==> config.mk <==
export PLATFORM = sky130hd
export DESIGN_NAME = tme_exec
export DESIGN_NICKNAME = d
export VERILOG_FILES = /design/src/hdl/tme_pkg.sv /design/src/hdl/tme_exec.sv
export SDC_FILE = /design/constraint.sdc
export NUM_CORES = 1
export LEC_CHECK = 0
export ABC_AREA = 1
export BUFFER_PORTS_ARGS = -buffer_cell sky130_fd_sc_hd__buf_2
export CORE_ASPECT_RATIO = 0.75
export CORE_UTILIZATION = 30
export DETAILED_ROUTE_END_ITERATION = 6
export PLACE_DENSITY_LB_ADDON = 0.25
export SLEW_MARGIN = 20
export SYNTH_ARGS = -nofsm -noshare
export SYNTH_HDL_FRONTEND = slang
export SYNTH_SLANG_ARGS = --single-unit
==> constraint.sdc <==
create_clock -name vclk -period 2.3
set_clock_uncertainty 0.2 [all_clocks]
set_input_delay 0.23 -clock vclk [all_inputs]
set_output_delay 0.23 -clock vclk [all_outputs]
set_load 0.02 [all_outputs]
==> src/hdl/tme_pkg.sv <==
package tme_pkg;

  localparam int TapeCellsDefault  = 512;
  localparam int StackDepthDefault = 256;

  localparam logic [15:0] CellMaxReset = 16'd259;
  localparam logic [15:0] SkipMax      = 16'hFFFF;

  // command bytes
  localparam logic [7:0] OpOpen  = 8'h5B;
  localparam logic [7:0] OpClose = 8'h5D;
  localparam logic [7:0] OpDot   = 8'h2E;
  localparam logic [7:0] OpComma = 8'h2C;
  localparam logic [7:0] OpLeft  = 8'h3C;
  localparam logic [7:0] OpRight = 8'h3E;
  localparam logic [7:0] OpMinus = 8'h2D;
  localparam logic [7:0] OpPlus  = 8'h2B;

  typedef enum logic [1:0] {
    StRunning   = 2'd0,
    StUnmatched = 2'd1,
    StEmptyLoop = 2'd2,
    StOverflow  = 2'd3
  } status_e;

  // state updates requested by the execute logic
  typedef struct packed {
    logic        tape_we;
    logic [15:0] tape_wdata;
    logic        push;
    logic        pop;
    logic        ptr_inc;
    logic        ptr_dec;
    logic [15:0] skip_depth;
    logic        did_action;
    status_e     status;
  } ctl_t;

  // one result item
  typedef struct packed {
    logic [15:0] next_pos;
    logic        out_valid;
    logic [7:0]  out_char;
    status_e     status;
  } rsp_t;

endpackage

==> src/hdl/tme_exec.sv <==
module tme_exec (
  input  logic             [7:0]  instr_i,
  input  logic             [15:0] pos_i,
  input  logic             [7:0]  in_char_i,
  input  logic             [15:0] cell_i,
  input  logic             [15:0] top_i,
  input  logic                    stk_empty_i,
  input  logic                    stk_full_i,
  input  logic             [15:0] skip_depth_i,
  input  logic                    did_action_i,
  input  tme_pkg::status_e        status_i,
  input  logic             [15:0] cell_max_i,
  output tme_pkg::ctl_t           ctl_o,
  output tme_pkg::rsp_t           rsp_o
);

  always_comb begin
    ctl_o            = '0;
    ctl_o.skip_depth = skip_depth_i;
    ctl_o.did_action = did_action_i;
    ctl_o.status     = status_i;
    rsp_o            = '0;
    rsp_o.next_pos   = pos_i + 16'd1;

    if (status_i != tme_pkg::StRunning) begin
      // halted: hold everything
      rsp_o.next_pos = pos_i;
    end else if (skip_depth_i != 16'd0) begin
      if (instr_i == tme_pkg::OpOpen) begin
        if (skip_depth_i != tme_pkg::SkipMax) begin
          ctl_o.skip_depth = skip_depth_i + 16'd1;
        end
      end else if (instr_i == tme_pkg::OpClose) begin
        ctl_o.skip_depth = skip_depth_i - 16'd1;
      end
    end else begin
      case (instr_i)
        tme_pkg::OpOpen: begin
          if (cell_i != 16'd0) begin
            if (stk_full_i) begin
              ctl_o.status   = tme_pkg::StOverflow;
              rsp_o.next_pos = pos_i;
            end else begin
              ctl_o.push       = 1'b1;
              ctl_o.did_action = 1'b0;
            end
          end else begin
            ctl_o.skip_depth = 16'd1;
          end
        end
        tme_pkg::OpClose: begin
          if (stk_empty_i) begin
            ctl_o.status   = tme_pkg::StUnmatched;
            rsp_o.next_pos = pos_i;
          end else begin
            ctl_o.pop      = 1'b1;
            rsp_o.next_pos = top_i;
            if (!did_action_i) begin
              ctl_o.status = tme_pkg::StEmptyLoop;
            end
          end
        end
        tme_pkg::OpDot: begin
          rsp_o.out_valid = 1'b1;
          rsp_o.out_char  = cell_i[7:0];
        end
        tme_pkg::OpComma: begin
          ctl_o.tape_we    = 1'b1;
          ctl_o.tape_wdata = {8'd0, in_char_i};
          ctl_o.did_action = 1'b1;
        end
        tme_pkg::OpLeft: begin
          ctl_o.ptr_dec    = 1'b1;
          ctl_o.did_action = 1'b1;
        end
        tme_pkg::OpRight: begin
          ctl_o.ptr_inc    = 1'b1;
          ctl_o.did_action = 1'b1;
        end
        tme_pkg::OpMinus: begin
          ctl_o.tape_we    = 1'b1;
          ctl_o.tape_wdata = (cell_i == 16'd0) ? cell_max_i : cell_i - 16'd1;
          ctl_o.did_action = 1'b1;
        end
        tme_pkg::OpPlus: begin
          ctl_o.tape_we    = 1'b1;
          ctl_o.tape_wdata = (cell_i >= cell_max_i) ? 16'd0 : cell_i + 16'd1;
          ctl_o.did_action = 1'b1;
        end
        default: begin
        end
      endcase
    end

    rsp_o.status = ctl_o.status;
  end
endmodule

# Word-level counts from Yosys, hierarchy flattened
# Index checks and enable logic that the tools add are counted.
word_totals:
  ff_bits: 0
  input_bits: 101
  out_inout_bits: 67
  wordCells: 54
classes:
  mux: 34
  n_addsub: 5
  magnitude_cmp: 1
  n_eq_ne: 9
  reduce_logical: 5
op_table:
  columns: ["operator", "n"]
  rows:
  - ["$mux W16", 12]
  - ["$pmux W17 S3", 1]
  - ["$add A16 B1 Y16 const B", 3]
  - ["$eq A8 B6 Y1 const B", 6]
  - ["$mux W40", 1]
  - ["$pmux W16 S2", 1]
  - ["$reduce_bool A16 Y1", 2]
  - ["$sub A16 B1 Y16 const B", 2]
  - ["$mux W25", 1]
  - ["$mux W21", 1]
  - ["$mux W9", 2]
  - ["$eq A8 B7 Y1 const B", 2]
  - ["$ge A16 B16 Y1", 1]
  - ["$logic_not A16 Y1", 1]
  - ["$ne A16 B16 Y1 const B", 1]
  - ["$mux W1", 8]
  - ["$mux W2", 3]
  - ["$mux W3", 2]
  - ["$reduce_or A5 Y1", 1]
  - ["$pmux W2 S2", 1]
  - ["$pmux W1 S2", 1]
  - ["$reduce_bool A2 Y1", 1]

# Depth between registers and ports, before layout
depth:
  word_depth: 6
  ltp_mapped: 14
  ltp_nobuf: 13

# Least setup slack after synthesis
# No wires, ideal clock.
synth_path:
  path_kind: "input to output"
  start: "in skip_depth_i[0]"
  end: "out ctl_o[2] in the netlist's numbering"
  arrival_ps: 1889
  path_slack_ps: -19
  n_path_buf: 0
  required_time_ps: 1870
  cell_stages: 9
  cell_sequence: "inv_1 ha_1 nand2_1 inv_2 nand2_2 nor2_8 nand2_4 nor3_1 o21ai_0"
synth_lines:
  columns: ["element", "line", "source"]
  rows:
  - ["from (decl)", "tme_exec.sv:9", "input logic [15:0] skip_depth_i,"]
  - ["to (decl)", "tme_exec.sv:13", "output tme_pkg::ctl_t ctl_o,"]

==> results by group <==
Status
  • Status: finished, final reports clean

Floorplan
  • Initial core utilization: 30.8%
  • Chip width: 143 µm
  • Die height: 107 µm
  • Core area: 14500 µm²
  • Die ar.: 15300 µm²
  • IO Pins: 168
  • FP Rows: 38

Pwr
  • Peak supply drop: 0.0717 mV
  • PwrDens: 131 nW/µm²
  • LEAKAGE: 0.00356 µW
  • Final total power: 864 µW

Detailed routing
  • Drt first pass iters: 6
  • Initial DRC Count: 637
  • Post-DR vias/cell: 4.91
  • Via count: 6772
  • Drt wl/cell: 14.1 µm
  • Routed Antenna Nets: 0
  • Drt total wl: 19400 µm
  • DRC: 0

Setup path
  • WS Path Type: in2out
  • Arr. time, crit path: 1.80 ns
  • Critical path destination: ctl_o[35]
  • Crit path from: cell_i[0]
  • Worst-path fanout max: 4
  • Worst setup SP type: primary input
  • Worst path most repeated cell: buf_4
  • CP Cell Sequence: buf_2, buf_4, ha_2, nand2_1, nor2_4, nand3_1, xor2_1, nor2_1, nand4_1, a21oi_2, buf_4
  • Worst EP required: 1.87 ns
  • Critical Path Max Stage Delay: 0.21 ns
  • Slowest cell on the critical path: ha_2
  • CP Capture Type: output port

Placement
  • Placed instance count: 1371
  • Post-DP HPWL: 16000 µm
  • Cell Area, Placed: 6100 µm²
  • Placement Setup Slack: -0.0734 ns
  • Port buffer count: 168
  • Placer congestion estimate: 0.959

GRT
  • Global-route wire length before repair: 29800 µm
  • Vias in the first global route: 5760
  • Gr usage total: 24.1%
  • Largest net degree at the start of global routing: 21
  • Grt ovf: 0
  • Initial antenna violation count: 0

Final layout
  • Non-Filler Instances: 1378
  • Commonest non-fill, non-tap cells in the layout: 322 x nand2_1, 150 x buf_2, 113 x nor2_1, 102 x buf_4, 88 x inv_1
  • # clk buffers: 0
  • P&R area growth vs syn: 48.3%
  • Final Instance Area: 6600 µm²
  • Reg area: 0 µm²
  • Sequential cell count: 0
  • Fin nets: 1302
  • # diodes: 0
  • Multi-input combinational cell area: 4150 µm²
  • Commonest non-fill, non-tap cell in the layout: nand2_1
  • Fill cells: 1679
  • Share of layout cells above drive strength 1: 32.0%

Flow run
  • Maxcap violations: 0

Logic synthesis
  • Syn Area/Cell: 4.70 µm²
  • Synthesis Warnings: 0
  • Synth Net Count: 1069
  • Cell area after synthesis: 4450 µm²
  • Distinct cells, synth: 37
  • Cells after Synth: 947
  • Register area share after synthesis: 0%

STA
  • Slew margin rel.: 68.9%
  • Post-layout min period: 2.23 ns
  • Max Fclk: 448 MHz
  • Worst setup margin: 0.0654 ns
  • Slew @ Worst Pin: 0.467 ns
  • Final hold slack: 0.625 ns
  • RSZ-0062 raised after global routing: yes
  • Final count of hold timing violations: 0
  • Final setup vio count: 0
  • Tcrit/Tclk final: 97.2%
  • Pins Over Slew Limit: 0

Min path
  • Worst hold path type: in2out
cell usage after synthesis (4+ instances only):
cell type  number  area share [%]
ha_1           21             5.9
a21oi_1        30             3.4
o211ai_1        4            0.67
xor2_1         28             5.5
o21ai_0        37             4.2
nand3_1        92              10
nor2_1        138              12
buf_4           5            0.84
clkbuf_1       20             1.7
buf_2           9             1.0
nor2_2          6            0.84
inv_2          22             1.9
nand2_1       331              28
o21ai_1        31             3.5
buf_6           4             1.0
inv_1          95             8.0
a21oi_2         4            0.79
nor3_1         16             1.8
nand4_1        34             4.8
per-stage QoR:
stage               util (%)  setup TNS (ns)
floorplan                  -               0
global placement        42.2          -0.215
detailed placement      42.2          -0.254
CTS                     42.4               0
global route            45.7          -0.215
finish                  45.7               0
critical path: cells and delay by family:
kind	cells	cell delay (ns)
simple gates	5	0.64
compound gates	1	0.16
xor+xnor	1	0.17
buf+inv	3	0.40
fa+ha+maj	1	0.21
how the worst min path moves through the flow:
stage	startpoint	endpoint	slack [ns]	cells after the start
finish	cell_i[2]	rsp_o[4]	0.62	4
global route	pos_i[9]	rsp_o[20]	0.65	4
CTS	cell_i[2]	rsp_o[4]	0.62	4
detailed placement	cell_i[2]	rsp_o[4]	0.62	4
global placement	cell_i[2]	rsp_o[4]	0.62	4
floorplan	cell_i[1]	rsp_o[3]	0.40	2
timing repair:
action                                 4_1_cts  5_1_grt
gates resized for setup                      6      115
setup endpoints to repair                    5       55
endpoints found under the hold margin        0        0
hold buffers                                 0        0
pin swaps                                    0       20
buffers inserted                             0        7
area by class of cell:
type                            count  share of cell area, %
Timing Repair Buffer              269                   26.4
Tap cell                          200                   3.79
Inverter                          119                   6.99
Multi-Input combinational cell    790                   62.8
logic make-up after synthesis:
| kind of cell | Yosys count | share of synthesized area, % |
|---|---|---|
| AO/OA/AOI/OAI | 112 | 13.8 |
| XOR/XNOR | 29 | 5.71 |
| adder cells (fa/ha/maj) | 21 | 5.90 |
| buffers and inverters | 157 | 14.6 |
| AND/OR/NAND/NOR | 628 | 60.0 |
metal layers:
layer  global-route usage [%]  part of all wire, %
met1                     38.5                   51
met2                     35.5                   41
met3                     1.87                  8.2
met4                     1.15                 0.33
met5                        0                    0
where the power goes:
part / leakage (µW) / switching, µW / internal, µW
logic: 0.00356 / 526 / 338
clock network: 0 / 0 / 0
registers: 0 / 0 / 0
total: 0.00356 / 526 / 338
Note: power is estimated with default switching activity, not from simulation.
